File: config.mk
export PLATFORM = sky130hd
export DESIGN_NAME = ir_docking_steer_controller_core
export DESIGN_NICKNAME = d
export VERILOG_FILES = /design/src/hw/rtl/dsc_pkg.sv /design/src/hw/rtl/ir_docking_steer_controller_core.sv /design/src/hw/rtl/dsc_window.sv /design/src/hw/rtl/dsc_steer.sv
export SDC_FILE = /design/constraint.sdc
export NUM_CORES = 1
export LEC_CHECK = 0
export BUFFER_PORTS_ARGS = -buffer_cell sky130_fd_sc_hd__buf_2
export CAP_MARGIN = 20
export CORE_UTILIZATION = 59
export CTS_BUF_LIST = sky130_fd_sc_hd__clkbuf_16
export DETAILED_ROUTE_END_ITERATION = 8
export PLACE_DENSITY = 0.95
export RECOVER_POWER = 50
export SLEW_MARGIN = 15
export SYNTH_ARGS = -nofsm -noshare
export SYNTH_HDL_FRONTEND = slang
export SYNTH_SLANG_ARGS = --single-unit
File: constraint.sdc
create_clock -name clk -period 5.8 [get_ports clk]
set_input_delay 0.58 -clock clk [delete_from_list [all_inputs] [get_ports clk]]
set_output_delay 0.58 -clock clk [all_outputs]
set_load 0.03 [all_outputs]
File: src/hw/rtl/dsc_pkg.sv
`default_nettype none
package dsc_pkg;

  localparam int WIN_LEN = 3;
  localparam int SLOT_W  = (WIN_LEN > 1) ? $clog2(WIN_LEN) : 1;
  localparam int DIST_W  = 10;
  localparam int SPEED_W = 12;
  localparam int MOT_W   = 3;
  localparam int ADDR_W  = 3;
  localparam int DATA_W  = 32;

  localparam logic [DIST_W-1:0]  WINDOW_RESET   = DIST_W'(100);
  localparam logic [DIST_W-1:0]  STOP_DIST_RST  = DIST_W'(7);
  localparam logic [SPEED_W-1:0] DRIVE_SPD_RST  = SPEED_W'(1000);
  localparam logic [SLOT_W-1:0]  SLOT_TOP       = SLOT_W'(WIN_LEN - 1);

  localparam logic [MOT_W-1:0] MOT_STOP  = 3'd0;
  localparam logic [MOT_W-1:0] MOT_FWD   = 3'd1;
  localparam logic [MOT_W-1:0] MOT_BACK  = 3'd2;
  localparam logic [MOT_W-1:0] MOT_LEFT  = 3'd3;
  localparam logic [MOT_W-1:0] MOT_RIGHT = 3'd4;
  localparam logic [MOT_W-1:0] MOT_NONE  = 3'd5;

  localparam logic REG_STOP_DIST = 1'b0;
  localparam logic REG_DRIVE_SPD = 1'b1;

  typedef struct packed {
    logic l;
    logic r;
    logic fl;
    logic fm;
    logic fr;
  } ir_flags_t;

endpackage
`default_nettype wire

File: src/hw/rtl/ir_docking_steer_controller_core.sv
// Docking steer controller: one motion command per control tick.
// Input channel (in_valid/in_ready) carries a rear range sample and five
// infrared beacon flags; result channel (out_valid/out_ready) carries the
// motion code, its speed and the docked flag. Each input beat yields
// exactly one result beat.
// A beat is captured in an input register, evaluated by the window and
// steering logic, and lands in the result register, which raises
// out_valid; a receiver stall can hold the beat in the input register.
// The block takes one beat per cycle while out_ready stays high.
// When the receiver stalls, the result register holds and the input
// register fills; in_ready drops only when both are occupied, and the
// block resumes at full rate as soon as out_ready returns.
// The APB port (psel/penable/pwrite/paddr/pwdata/prdata/pready) holds
// stop_distance at 0x0 and drive_speed at 0x4; pready is always high.
// Write registers only while no beat is in flight.
// Synchronous reset (rst_n low) empties both registers, restores the
// range windows to 100, rearms both turns and restores stop_distance 7
// and drive_speed 1000.
`default_nettype none
module ir_docking_steer_controller_core import dsc_pkg::*; (
  input  wire logic               clk,
  input  wire logic               rst_n,
  input  wire logic               in_valid,
  output logic                    in_ready,
  input  wire logic [DIST_W-1:0]  in_distance,
  input  wire logic               in_ir_left,
  input  wire logic               in_ir_right,
  input  wire logic               in_ir_front_left,
  input  wire logic               in_ir_front_middle,
  input  wire logic               in_ir_front_right,
  output logic                    out_valid,
  input  wire logic               out_ready,
  output logic      [MOT_W-1:0]   out_motion,
  output logic      [SPEED_W-1:0] out_speed,
  output logic                    out_docked,
  input  wire logic               psel,
  input  wire logic               penable,
  input  wire logic               pwrite,
  input  wire logic [ADDR_W-1:0]  paddr,
  input  wire logic [DATA_W-1:0]  pwdata,
  output logic      [DATA_W-1:0]  prdata,
  output logic                    pready
);

  logic [DIST_W-1:0]  stop_dist_r;
  logic [SPEED_W-1:0] drive_spd_r;
  logic               cfg_wr;

  logic               in_valid_r;
  logic [DIST_W-1:0]  dist_r;
  ir_flags_t          flags_r;
  logic               move;

  logic               stopped;
  logic [MOT_W-1:0]   motion;
  logic [SPEED_W-1:0] speed_nxt;

  logic               out_valid_r;
  logic [MOT_W-1:0]   motion_r;
  logic [SPEED_W-1:0] speed_r;
  logic               docked_r;

  assign pready = 1'b1;
  assign cfg_wr = psel && penable && pwrite;

  always_ff @(posedge clk) begin
    if (!rst_n) begin
      stop_dist_r <= STOP_DIST_RST;
      drive_spd_r <= DRIVE_SPD_RST;
    end else if (cfg_wr) begin
      case (paddr[2])
        REG_STOP_DIST: stop_dist_r <= pwdata[DIST_W-1:0];
        REG_DRIVE_SPD: drive_spd_r <= pwdata[SPEED_W-1:0];
        default: ;
      endcase
    end
  end

  always_comb begin
    case (paddr[2])
      REG_STOP_DIST: prdata = DATA_W'(stop_dist_r);
      REG_DRIVE_SPD: prdata = DATA_W'(drive_spd_r);
      default:       prdata = '0;
    endcase
  end

  assign move     = in_valid_r && (!out_valid_r || out_ready);
  assign in_ready = !in_valid_r || move;

  always_ff @(posedge clk) begin
    if (!rst_n) begin
      in_valid_r <= 1'b0;
    end else if (in_ready) begin
      in_valid_r <= in_valid;
    end
  end

  always_ff @(posedge clk) begin
    if (in_valid && in_ready) begin
      dist_r   <= in_distance;
      flags_r  <= '{l: in_ir_left, r: in_ir_right, fl: in_ir_front_left,
                    fm: in_ir_front_middle, fr: in_ir_front_right};
    end
  end

  dsc_window u_window (
    .clk           (clk),
    .rst_n         (rst_n),
    .advance       (move),
    .range_in      (dist_r),
    .stop_distance (stop_dist_r),
    .stopped       (stopped)
  );

  dsc_steer u_steer (
    .clk     (clk),
    .rst_n   (rst_n),
    .advance (move),
    .stopped (stopped),
    .flags   (flags_r),
    .motion  (motion)
  );

  assign speed_nxt = (motion == MOT_STOP || motion == MOT_NONE) ? '0 : drive_spd_r;

  always_ff @(posedge clk) begin
    if (!rst_n) begin
      out_valid_r <= 1'b0;
    end else if (move) begin
      out_valid_r <= 1'b1;
    end else if (out_ready) begin
      out_valid_r <= 1'b0;
    end
  end

  always_ff @(posedge clk) begin
    if (move) begin
      motion_r <= motion;
      speed_r  <= speed_nxt;
      docked_r <= stopped;
    end
  end

  assign out_valid  = out_valid_r;
  assign out_motion = motion_r;
  assign out_speed  = speed_r;
  assign out_docked = docked_r;

  a_docked_is_stop: assert property (@(posedge clk) disable iff (!rst_n)
    out_valid |-> (out_docked == (out_motion == MOT_STOP)))
    else $error("docked flag disagrees with stop command");

  a_speed_zero: assert property (@(posedge clk) disable iff (!rst_n)
    out_valid && (out_motion == MOT_STOP || out_motion == MOT_NONE) |-> out_speed == '0)
    else $error("nonzero speed on stop or idle command");

  a_move_fills: assert property (@(posedge clk) disable iff (!rst_n)
    move |=> out_valid)
    else $error("evaluated beat did not reach result register");

  a_no_drop: assert property (@(posedge clk) disable iff (!rst_n)
    in_valid_r && out_valid_r && !out_ready |=> in_valid_r && out_valid_r)
    else $error("pending beat lost while receiver stalled");

endmodule
`default_nettype wire

File: src/hw/rtl/dsc_window.sv
`default_nettype none
module dsc_window import dsc_pkg::*; (
  input  wire logic              clk,
  input  wire logic              rst_n,
  input  wire logic              advance,
  input  wire logic [DIST_W-1:0] range_in,
  input  wire logic [DIST_W-1:0] stop_distance,
  output logic                   stopped
);

  logic [DIST_W-1:0] sample_r [WIN_LEN];
  logic [DIST_W-1:0] held_r   [WIN_LEN];
  logic [DIST_W-1:0] sample_nxt [WIN_LEN];
  logic [DIST_W-1:0] held_nxt   [WIN_LEN];
  logic [SLOT_W-1:0] slot_r, slot_nxt, slot_cur;
  logic              sampling_r;
  logic              wrap;

  always_comb begin
    slot_cur = (32'(slot_r) >= WIN_LEN) ? SLOT_TOP : slot_r;
    wrap     = sampling_r && (slot_cur == '0);
    slot_nxt = slot_r;
    if (sampling_r) begin
      slot_nxt = wrap ? SLOT_TOP : slot_cur - SLOT_W'(1);
    end
    stopped = 1'b1;
    for (int k = 0; k < WIN_LEN; k++) begin
      sample_nxt[k] = (sampling_r && slot_cur == SLOT_W'(k)) ? range_in : sample_r[k];
      held_nxt[k]   = wrap ? sample_nxt[k] : held_r[k];
      if (!(held_nxt[k] < stop_distance)) begin
        stopped = 1'b0;
      end
    end
  end

  always_ff @(posedge clk) begin
    if (!rst_n) begin
      for (int k = 0; k < WIN_LEN; k++) begin
        sample_r[k] <= WINDOW_RESET;
        held_r[k]   <= WINDOW_RESET;
      end
      slot_r     <= SLOT_TOP;
      sampling_r <= 1'b1;
    end else if (advance) begin
      sample_r   <= sample_nxt;
      held_r     <= held_nxt;
      slot_r     <= slot_nxt;
      sampling_r <= !stopped;
    end
  end

endmodule
`default_nettype wire

File: src/hw/rtl/dsc_steer.sv
`default_nettype none
module dsc_steer import dsc_pkg::*; (
  input  wire logic             clk,
  input  wire logic             rst_n,
  input  wire logic             advance,
  input  wire logic             stopped,
  input  wire ir_flags_t        flags,
  output logic      [MOT_W-1:0] motion
);

  logic right_armed_r, left_armed_r, turn_r_r, turn_l_r;
  logic right_armed_nxt, left_armed_nxt, turn_r_nxt, turn_l_nxt;
  logic all_front;

  always_comb begin
    all_front       = flags.fl && flags.fm && flags.fr;
    right_armed_nxt = right_armed_r;
    left_armed_nxt  = left_armed_r;
    turn_r_nxt      = turn_r_r;
    turn_l_nxt      = turn_l_r;
    motion          = MOT_NONE;
    if (stopped) begin
      motion = MOT_STOP;
    end else begin
      turn_r_nxt = turn_r_r || (flags.r && right_armed_r);
      turn_l_nxt = turn_l_r || (flags.l && left_armed_r);
      if (turn_r_nxt || turn_l_nxt) begin
        if (turn_r_nxt && turn_l_nxt) begin
          if (flags.r) begin
            turn_l_nxt = 1'b0;
          end else begin
            turn_r_nxt = 1'b0;
          end
        end
        motion = turn_r_nxt ? MOT_RIGHT : MOT_LEFT;
        if (all_front) begin
          turn_r_nxt      = 1'b0;
          turn_l_nxt      = 1'b0;
          right_armed_nxt = 1'b0;
          left_armed_nxt  = 1'b0;
          motion          = MOT_BACK;
        end
      end else if (!right_armed_r && !left_armed_r) begin
        if (flags.fm) begin
          if (flags.fl == flags.fr) begin
            motion = MOT_BACK;
          end else if (flags.fr) begin
            motion = MOT_RIGHT;
          end else begin
            motion = MOT_LEFT;
          end
        end
      end else begin
        motion = MOT_FWD;
      end
    end
  end

  always_ff @(posedge clk) begin
    if (!rst_n) begin
      right_armed_r <= 1'b1;
      left_armed_r  <= 1'b1;
      turn_r_r      <= 1'b0;
      turn_l_r      <= 1'b0;
    end else if (advance) begin
      right_armed_r <= right_armed_nxt;
      left_armed_r  <= left_armed_nxt;
      turn_r_r      <= turn_r_nxt;
      turn_l_r      <= turn_l_nxt;
    end
  end

endmodule
`default_nettype wire

==> impl_metrics.py, run 1 <==
metrics = {
    "synth": {
        "syn_avg_cell_area_um2": 8.87,
        "ys_async_sr_fraction": 0,
        "yosys_warnings": 0,
        "yosys.cell_types.count": 46,
        "synth_edf_count": 31,
        "syn_inst": 590,
        "syn_area_um2": 5230,
        "synth_seq_cells": 111,
        "ys_seq_area_frac": 0.484,
        "dominantRegCellSynth": "dfxtp_1",
    },
    "sta": {
        "rsz0062_at_grt": "no",
        "tightest_slew_ns": 1.78,
        "fin_tns_setup_ns": 0,
        "period_minus_slack_ns": 3.88,
        "fin_skew_ns": 0.0102,
        "post-route-period-util": 0.670,
        "hold_viol": 0,
        "clock.fmax_mhz": 257,
        "setup_viol": 0,
        "maxSlewViolCount": 58,
        "slew_headroom": -0.185,
    },
    "layout": {
        "area_growth_pct": 10.4,
        "drive_gt1_frac": 0.151,
        "n_fill_cell": 591,
        "seqCellArea_um2": 2530,
        "fin_nets": 722,
        "n_antenna_cell": 0,
        "multi_input_area_um2": 2400,
        "fin_cells": 748,
    },
    "clock_tree": {
        "cts_tree": "built",
        "cts_sinks": 111,
        "clkLatencyLatePin_ns": 0.35,
        "cts.path.max_buffers": 2,
        "cts_resized": 0,
        "root_buffer": "clkbuf_16",
        "cts_hold_buf": 0,
        "cts_buffers": 9,
        "cts_setup_buffers": 0,
        "cts_max_level": 3,
        "clk_pin_slew_ns": 0.08,
    },
    "drt": {
        "drt_iter0_markers": 415,
        "post-route-drc-count": 0,
        "postRouteAntennaNets": 0,
        "via_count": 4511,
        "wl_per_cell_um": 17.1,
        "via_per_inst": 6.03,
        "first_pass_iters": 5,
        "wl_um": 12800,
    },
    "outcome": {
        "status": "complete, but fails checks",
        "violations": "capacitance limit, slew limit",
    },
    "critical_path": {
        "end_kind": "register",
        "critPathMaxFanout": 19,
        "cp-start-kind": "register",
        "slowest_delay_ns": 0.52,
        "path_cells": "nor3b_4, buf_4, mux2_2, ha_1, a222oi_1, nand3_1, a2111oi_0, nand3_1, o21ai_2, nor2_1",
        "worstRegToRegCells": 10,
        "worstPathRequired_ns": 5.89,
        "r2r_slack_ns": 1.92,
        "worst_path_most_repeated_cell": "nand3_1",
        "cp.buffers_inverters": 1,
        "reg2reg_to": "out_speed[2]",
        "cpLargestDelayFamily": "compound AO/OA/AOI/OAI gates",
        "worstPathArrival_ns": 3.97,
        "path_class": "reg -> reg",
        "r2r-start": "u_window.slot_r[1]",
        "critPathSlowestCell": "o21ai_2",
    },
    "power": {
        "p_leak_nw": 2.32,
        "clockPowerShare": 0.372,
        "intPower_mw": 1.22,
        "ir_worst_vdd_v": 0.000156,
        "p_per_area_nw_per_um2": 285,
        "comb_power_share": 0.113,
        "pwr-share-seq": 0.516,
        "power_mw": 1.65,
        "switching_share": 0.262,
        "net-switching-power_uw": 430,
    },
    "placement": {
        "place_inst": 731,
        "gp_congestion": 0.860,
        "dp_hpwl_um": 8370,
        "io_buffers": 64,
    },
    "grt": {
        "grt_usage": 0.291,
        "grt_pass1_vias": 4381,
        "grt_max_degree": 58,
        "overflow": 0,
        "antenna_found_initial": 0,
        "grt_pass1_wl_um": 20100,
    },
    "min_path": {
        "min_to": "flags_r[1]",
        "min_path_cells": 1,
        "hold_path_startpoint": "in_ir_front_middle",
        "min_path_type": "in -> reg",
    },
    "die": {
        "dieArea_um2": 9250,
        "ios": 108,
        "initial_core_util": 0.624,
        "row_count": 33,
        "core_um2": 8380,
        "fp.dieH_um": 96.2,
        "chipWidth_um": 96.2,
    },
    "flow_run": {
        "maxCapViolCount": 1,
    },
}
## state kept, by name, summed over array words and instances (netlist names)
register               count
out_motion                 3
out_docked                 1
u_window.sample_r         20
u_window.held_r           30
u_window.slot_r            2
stop_dist_r               10
u_steer.turn_l_r           1
flags_r                    5
u_window.sampling_r        1
out_speed                 12
dist_r                    10
out_valid                  1
u_steer.right_armed_r      1
drive_spd_r               12
u_steer.turn_r_r           1
in_valid_r                 1
## cell usage after synthesis (all sizes together), types with 2 or more instances
cell | number | area, um2
and3 | 3 | 18.8
nor4 | 8 | 50.1
o211ai | 12 | 90.1
nor3b | 2 | 31.3
o2111ai | 2 | 17.5
a21oi | 58 | 290
edfxtp | 31 | 931
clkbuf | 23 | 86.3
mux2 | 29 | 327
conb | 2 | 7.51
nor2b | 2 | 12.5
nor2 | 36 | 135
nor3 | 10 | 50.1
nand4 | 2 | 12.5
mux2i | 4 | 40.0
ha | 27 | 338
o21ai | 19 | 103
buf | 27 | 190
inv | 27 | 101
dfxtp | 80 | 1600
nand2 | 150 | 563
nand3 | 17 | 90.1
a22oi | 2 | 15.0
## through the flow
| step | hold WS [ns] | instance area, um2 | util | setup WS (ns) |
|---|---|---|---|---|
| after detailed placement | 0.437 | 5510 | 0.657 | 2.02 |
| after CTS | 0.394 | 5800 | 0.692 | 2.00 |
| after floorplan | 0.419 | 5310 | - | 2.49 |
| final | 0.400 | 5780 | 0.689 | 1.92 |
| after global placement | 0.429 | 5510 | 0.657 | 2.17 |
| after global routing | 0.387 | 5780 | 0.689 | 1.78 |
## routing by layer
layer | GRT usage | part of all wire | up-vias
met2 | 0.501 | 0.49 | 264
met4 | 0.169 | 0.044 | 0
met1 | 0.331 | 0.38 | 2119
met5 | 0 | 0 | -
met3 | 0.0632 | 0.081 | 59
li1 | - | - | 2069
## power groups by stage
| stage | combinational, mW | clock [mW] | sequential [mW] |
|---|---|---|---|
| 6_report | 0.185 | 0.611 | 0.849 |
| 5_1_grt | 0.200 | 0.641 | 0.851 |
| 4_1_cts | 0.184 | 0.611 | 0.847 |
| 3_5_place_dp | 0.181 | 0 | 0.864 |
| 3_3_place_gp | 0.172 | 0 | 0.861 |
| 2_1_floorplan | 0.137 | 0 | 0.865 |
## logic make-up (layout without fill, tap and decap cells)
group,after synthesis,in the layout,synth area share
fa+ha+maj,27,27,0.0645
compound gates,104,104,0.116
flops,111,111,0.484
buf+inv,77,111,0.0722
simple gates,236,236,0.192
mux,33,33,0.0700
other cells,2,21,0.00143
## cell type report
type / count / area share
Clock inverter: 7 / 0.0113
Multi-Input combinational cell: 421 / 0.415
Inverter: 27 / 0.0175
Clock buffer: 9 / 0.0390
Sequential cell: 111 / 0.438
Tap cell: 105 / 0.0227
Timing Repair Buffer: 68 / 0.0559
## layout by cell type, fill, tap and decap left out, drive strengths merged, types with 3 or more instances in the layout
master,n
mux2,29
nor4,8
mux2i,4
nand2,150
a21oi,58
nand3,17
nor3,10
conb,21
o21ai,19
clkbuf,29
o211ai,12
buf,48
inv,30
nor2,36
ha,27
and3,3
dfxtp,80
edfxtp,31
## how the worst max path moves through the flow
stage	startpoint	to	slack (ns)	depth (start not counted)
3_5_place_dp	u_window.slot_r[1]	out_speed[2]	2.02	10
3_3_place_gp	u_window.slot_r[1]	out_speed[6]	2.17	10
2_1_floorplan	u_window.sampling_r	out_speed[10]	2.49	12
6_report	u_window.slot_r[1]	out_speed[2]	1.92	10
5_1_grt	u_window.slot_r[1]	out_speed[8]	1.78	10
4_1_cts	u_window.slot_r[1]	out_speed[2]	2.00	10
Power figures use the tool's default switching activity.
==> run 2: changes to the inputs <==
--- a/config.mk
+++ b/config.mk
@@ -5,12 +5,13 @@
 export SDC_FILE = /design/constraint.sdc
 export NUM_CORES = 1
 export LEC_CHECK = 0
+export ABC_AREA = 1
 export BUFFER_PORTS_ARGS = -buffer_cell sky130_fd_sc_hd__buf_2
 export CAP_MARGIN = 20
-export CORE_UTILIZATION = 59
+export CORE_UTILIZATION = 55
 export CTS_BUF_LIST = sky130_fd_sc_hd__clkbuf_16
 export DETAILED_ROUTE_END_ITERATION = 8
-export PLACE_DENSITY = 0.95
+export PLACE_DENSITY = 0.91
 export RECOVER_POWER = 50
 export SLEW_MARGIN = 15
 export SYNTH_ARGS = -nofsm -noshare
==> constraint.sdc (replaced) <==
create_clock -name clk -period 3.8 [get_ports clk]
set_input_delay 0.38 -clock clk [delete_from_list [all_inputs] [get_ports clk]]
set_output_delay 0.38 -clock clk [all_outputs]
set_load 0.03 [all_outputs]
==> run 2 against run 1 <==
The flow now finishes without violations. Routed wire length decreased by 5.4%. Non-clock buffer count increased by 5. Clock power increased by 51%. Critical path depth increased by 6. Core utilization decreased by 5.4 points. Clock-buffer cell count unchanged. Maximum frequency increased by 21%. Register-to-register slack got worse by 1.3 ns. Largest power group unchanged. Highest routed layer unchanged.
==> impl_metrics.py, run 2 <==
metrics = {
    "grt": {
        "overflow": 0,
        "grt_pass1_vias": 4314,
        "grt_usage": 0.246,
        "antenna_found_initial": 0,
        "grt_max_degree": 45,
        "grt_pass1_wl_um": 19400,
    },
    "synth": {
        "yosys.cell_types.count": 29,
        "synth_top_area_share": 0.302,
        "synth_edf_count": 31,
        "syn_inst": 680,
        "dominantRegCellSynth": "dfxtp_1",
        "yosysMostFrequentCell": "nand2_1",
        "netlist_top_cells_count": "152 x nand2_1, 82 x inv_1, 82 x o21ai_0",
        "ys_async_sr_fraction": 0,
        "synth_seq_cells": 111,
        "yosys-top-cells-area": "dfxtp_1 30%, edfxtp_1 18%, nand2_1 11%",
        "ys_seq_area_frac": 0.478,
        "syn_avg_cell_area_um2": 7.80,
        "yosysTopAreaCell": "dfxtp_1",
        "yosys_warnings": 0,
        "syn_area_um2": 5300,
    },
    "layout": {
        "final_common_cell": "nand2_1",
        "area_growth_pct": 11.2,
        "largest_reg_flops": 30,
        "n_fill_cell": 775,
        "drive_gt1_frac": 0.0919,
        "finalCoreUtilization": 0.635,
        "largestRegisters": "u_window.held_r x30, u_window.sample_r x20",
        "fin_nets": 819,
        "n_antenna_cell": 0,
        "fin_cells": 869,
        "multi_input_area_um2": 2260,
        "top_register": "u_window.held_r",
        "design_area_um2": 5890,
        "seqCellArea_um2": 2530,
        "final_cell_mix": "152 x nand2_1, 83 x inv_1, 82 x o21ai_0, 80 x dfxtp_1, 60 x nor2_1",
    },
    "drt": {
        "met1_length_um": 4960,
        "wl_met2_um": 5880,
        "drt_iter0_markers": 354,
        "wl_met3_um": 1020,
        "via_count": 4680,
        "via_per_inst": 5.39,
        "post-route-drc-count": 0,
        "highest_layer": "met4",
        "wl_um": 12100,
        "postRouteAntennaNets": 0,
        "wl_per_cell_um": 13.9,
        "first_pass_iters": 6,
    },
    "die": {
        "fp.dieH_um": 100,
        "ios": 108,
        "initial_core_util": 0.571,
        "core_um2": 9280,
        "row_count": 35,
        "chipWidth_um": 100,
        "dieArea_um2": 10000,
    },
    "critical_path": {
        "worstRegToRegCells": 16,
        "worstPathRequired_ns": 3.89,
        "end_kind": "register",
        "r2r-start": "u_window.sampling_r",
        "path_class": "reg -> reg",
        "worstPathArrival_ns": 3.30,
        "r2r_slack_ns": 0.60,
        "reg2reg_to": "out_speed[11]",
        "critPathMaxFanout": 14,
        "cp-start-kind": "register",
    },
    "clock_tree": {
        "cts_setup_buffers": 0,
        "cts_tree": "built",
        "cts_buffers": 9,
        "cts.path.max_buffers": 2,
        "cts_resized": 0,
        "root_buffer": "clkbuf_16",
        "clkLatencyLatePin_ns": 0.34,
        "cts_max_level": 3,
        "cts_sinks": 111,
        "clk_pin_slew_ns": 0.07,
        "cts_hold_buf": 0,
    },
    "sta": {
        "tightest_slew_ns": 1.46,
        "setup_viol": 0,
        "fin_tns_setup_ns": 0,
        "clock.fmax_mhz": 312,
        "maxSlewViolCount": 0,
        "post-route-period-util": 0.843,
        "rsz0062_at_grt": "no",
        "hold_viol": 0,
        "layout_setup_ws_ns": 0.595,
        "fin_skew_ns": 0.00626,
        "period_minus_slack_ns": 3.20,
        "slew_headroom": 0.0273,
    },
    "min_path": {
        "min_to": "dist_r[6]",
        "min_path_cells": 1,
        "hold_path_startpoint": "in_distance[6]",
        "min_path_type": "in -> reg",
    },
    "outcome": {
        "status": "finished, final reports clean",
    },
    "placement": {
        "dp_hpwl_um": 8520,
        "gp_congestion": 0.888,
        "io_buffers": 64,
        "dp_slack_ns": 0.803,
        "placed_cell_area_um2": 5660,
        "place_inst": 853,
    },
    "flow_run": {
        "maxCapViolCount": 0,
    },
    "power": {
        "ir_worst_vdd_v": 0.000412,
        "p_leak_nw": 2.73,
        "p_per_area_nw_per_um2": 441,
    },
}
run 2: cells by family after synthesis:
group,after synthesis,share of synthesized area
AOI/OAI and AO/OA,152,0.151
adders and majority gates,27,0.0637
buffers and inverters,132,0.110
DFF,111,0.478
other,2,0.00142
and+or+nand+nor,256,0.196
run 2: worst max-delay path, cell delays in order, from the launching register on:
cell     delay (ns)
dfxtp_1        0.44
nand2_1        0.37
o21ai_0        0.44
nand2_1        0.09
nand2_1        0.11
ha_1           0.25
nand2_1        0.06
inv_1          0.04
o21ai_0        0.20
nand3_1        0.09
nor2_1         0.14
nand2_1        0.10
nor2_1         0.15
nand2_2        0.11
nand2_1        0.08
buf_4          0.23
nor2_1         0.06
run 2: power by group:
part           internal, mW  switching (mW)  total (mW)
Clock                 0.507           0.414       0.921
Sequential             1.27          0.0246        1.30
Combinational         0.107           0.276       0.383
run 2: how the worst max path moves through the flow:
stage / from / endpoint / slack, ns
after floorplan: u_window.slot_r[1] / out_speed[10] / 1.22
after global placement: u_window.sampling_r / out_speed[11] / 0.89
after detailed placement: u_window.sampling_r / out_speed[0] / 0.80
after CTS: u_window.sampling_r / out_speed[0] / 0.72
after global routing: u_window.sampling_r / out_speed[0] / 0.47
final: u_window.sampling_r / out_speed[11] / 0.60
run 2: area by class of cell:
type / instances / area share
Tap cell: 129 / 0.0274
Clock buffer: 9 / 0.0382
Sequential cell: 111 / 0.430
Multi-Input combinational cell: 456 / 0.383
Timing Repair Buffer: 73 / 0.0577
Clock inverter: 7 / 0.0108
Inverter: 84 / 0.0535
run 2: layer usage:
metal	vias to the layer above	track usage
li1	2275	-
met1	2099	0.303
met2	275	0.427
met5	-	0
met4	0	0.0847
met3	31	0.0536
run 2: through the flow:
stage	total power, mW	hold slack (ns)
2_1_floorplan	1.61	0.424
3_3_place_gp	1.68	0.435
3_5_place_dp	1.70	0.446
4_1_cts	2.60	0.203
5_1_grt	2.69	0.195
6_report	2.60	0.207
==> run 3: changes to the inputs <==
==> constraint.sdc (replaced) <==
create_clock -name clk -period 3.2 [get_ports clk]
set_input_delay 0.32 -clock clk [delete_from_list [all_inputs] [get_ports clk]]
set_output_delay 0.32 -clock clk [all_outputs]
set_load 0.03 [all_outputs]
==> run 3 against run 2 <==
Sequential power increased by 18%. Core utilization is 0.081 points lower. Critical path depth up 2. Sequential share of layout area increased by 0.055 points. Global-route usage is 1.3 points higher.
==> impl_metrics.py, run 3 (synthesis results as in run 2) <==
metrics = {
    "clock_tree": {
        "cts_max_level": 3,
        "cts_tree": "built",
        "clkLatencyLatePin_ns": 0.35,
        "cts_sinks": 111,
        "root_buffer": "clkbuf_16",
        "clk_pin_slew_ns": 0.07,
        "cts_setup_buffers": 0,
        "cts_buffers": 9,
        "cts.path.max_buffers": 2,
    },
    "die": {
        "chipWidth_um": 100,
        "initial_core_util": 0.571,
        "row_count": 35,
        "dieArea_um2": 10000,
        "fp.dieH_um": 100,
        "core_um2": 9280,
        "ios": 108,
    },
    "placement": {
        "gp_congestion": 0.874,
        "place_inst": 854,
        "io_buffers": 64,
        "dp_hpwl_um": 8670,
    },
    "grt": {
        "use_met3": 0.0620,
        "grt_use_met1": 0.313,
        "overflow": 0,
        "grt_pass1_wl_um": 20300,
        "grt_max_degree": 44,
        "grt_pass1_vias": 4526,
        "busiest_layer": "met2",
        "grt_use_met2": 0.448,
        "grt_usage": 0.259,
        "antenna_found_initial": 0,
    },
    "sta": {
        "setup_viol": 0,
        "period_minus_slack_ns": 2.92,
        "maxSlewViolCount": 0,
        "clock.fmax_mhz": 342,
        "fin_tns_setup_ns": 0,
        "fin_skew_ns": 0.00419,
        "tightest_slew_ns": 0.839,
        "post-route-period-util": 0.913,
        "rsz0062_at_grt": "no",
        "hold_viol": 0,
        "slew_headroom": 0.441,
    },
    "flow_run": {
        "maxCapViolCount": 0,
    },
    "critical_path": {
        "critPathMaxFanout": 22,
        "worstPathRequired_ns": 3.30,
        "r2r-start": "u_window.slot_r[1]",
        "path_class": "reg -> reg",
        "reg2reg_to": "out_speed[11]",
        "end_kind": "register",
        "worstPathArrival_ns": 3.03,
        "r2r_slack_ns": 0.28,
        "worstRegToRegCells": 18,
        "cp-start-kind": "register",
    },
    "drt": {
        "wl_um": 12400,
        "via_per_inst": 5.38,
        "postRouteAntennaNets": 0,
        "via_count": 4684,
        "first_pass_iters": 5,
        "drt_iter0_markers": 342,
        "wl_per_cell_um": 14.2,
        "post-route-drc-count": 0,
    },
    "layout": {
        "fin_nets": 820,
        "largestRegisters": "u_window.held_r x30, u_window.sample_r x20",
        "top_register": "u_window.held_r",
        "final_cell_mix": "151 x nand2_1, 83 x inv_1, 80 x dfxtp_1, 78 x o21ai_0, 59 x nor2_1",
        "drive_gt1_frac": 0.0931,
        "n_fill_cell": 810,
        "fin_cells": 870,
        "final_common_cell": "nand2_1",
        "largest_reg_flops": 30,
        "area_growth_pct": 11.0,
        "n_antenna_cell": 0,
    },
    "min_path": {
        "min_path_cells": 1,
        "min_to": "dist_r[7]",
        "hold_path_startpoint": "in_distance[7]",
        "min_path_type": "in -> reg",
    },
    "power": {
        "ir_worst_vdd_v": 0.000407,
        "p_per_area_nw_per_um2": 513,
        "p_leak_nw": 2.72,
    },
    "outcome": {
        "status": "finished, final reports clean",
    },
}
## run 3: repair_timing
item | CTS | global route
setup endpoints to repair | 0 | 12
hold buffers | 0 | 0
resized for setup | 0 | 7
## run 3: critical path: stages (launching register included)
cell,delay (ns)
dfxtp_1,0.35
nor2_2,0.20
nand2_2,0.11
inv_4,0.20
buf_4,0.22
nand2_1,0.07
nand2_1,0.07
ha_1,0.24
nand2_1,0.07
inv_1,0.04
o21ai_0,0.16
nand3_1,0.10
nor2_1,0.12
nand2_1,0.08
nor2_1,0.14
nand2_2,0.11
nand2_1,0.08
buf_4,0.23
nor2_1,0.06
## run 3: metrics by stage
step / util / power (mW) / hold WS, ns / cell area, um2 / worst slack (ns)
CTS: 0.639 / 3.03 / 0.138 / 5930 / 0.228
global placement: 0.610 / 1.99 / 0.437 / 5660 / 0.328
detailed placement: 0.610 / 2.02 / 0.446 / 5660 / 0.250
finish: 0.634 / 3.02 / 0.140 / 5890 / 0.278
global route: 0.634 / 3.13 / 0.132 / 5890 / 0.0673
floorplan: - / 1.91 / 0.419 / 5370 / 0.624
## run 3: area by class of cell
class | instances | area, um2 | area share
Clock buffer | 9 | 225 | 0.0383
Clock inverter | 7 | 41.3 | 0.00701
Inverter | 84 | 318 | 0.0540
Multi-Input combinational cell | 456 | 2260 | 0.384
Sequential cell | 111 | 2530 | 0.430
Tap cell | 129 | 161 | 0.0274
Timing Repair Buffer | 74 | 348 | 0.0591
## run 3: per-layer routing
| metal | share of wire | vias to the layer above |
|---|---|---|
| met5 | 0 | - |
| met1 | 0.41 | 2152 |
| met4 | 0.019 | 0 |
| met2 | 0.49 | 236 |
| li1 | - | 2268 |
| met3 | 0.081 | 28 |
## run 3: where the power goes
part	total, mW	internal [mW]	leakage (nW)	switching, mW
logic	0.461	0.130	1.64	0.330
registers	1.54	1.51	0.943	0.0305
clock network	1.02	0.523	0.132	0.497
total	3.02	2.16	2.72	0.858
## run 3: worst max-delay path by stage
stage / from / to / slack, ns / depth (start not counted)
6_report: u_window.slot_r[1] / out_speed[11] / 0.28 / 18
5_1_grt: u_window.slot_r[1] / out_speed[0] / 0.07 / 17
4_1_cts: u_window.sampling_r / out_speed[11] / 0.23 / 16
3_5_place_dp: u_window.sampling_r / out_speed[11] / 0.25 / 16
3_3_place_gp: u_window.sampling_r / out_speed[0] / 0.33 / 16
2_1_floorplan: u_window.slot_r[1] / out_speed[10] / 0.62 / 17
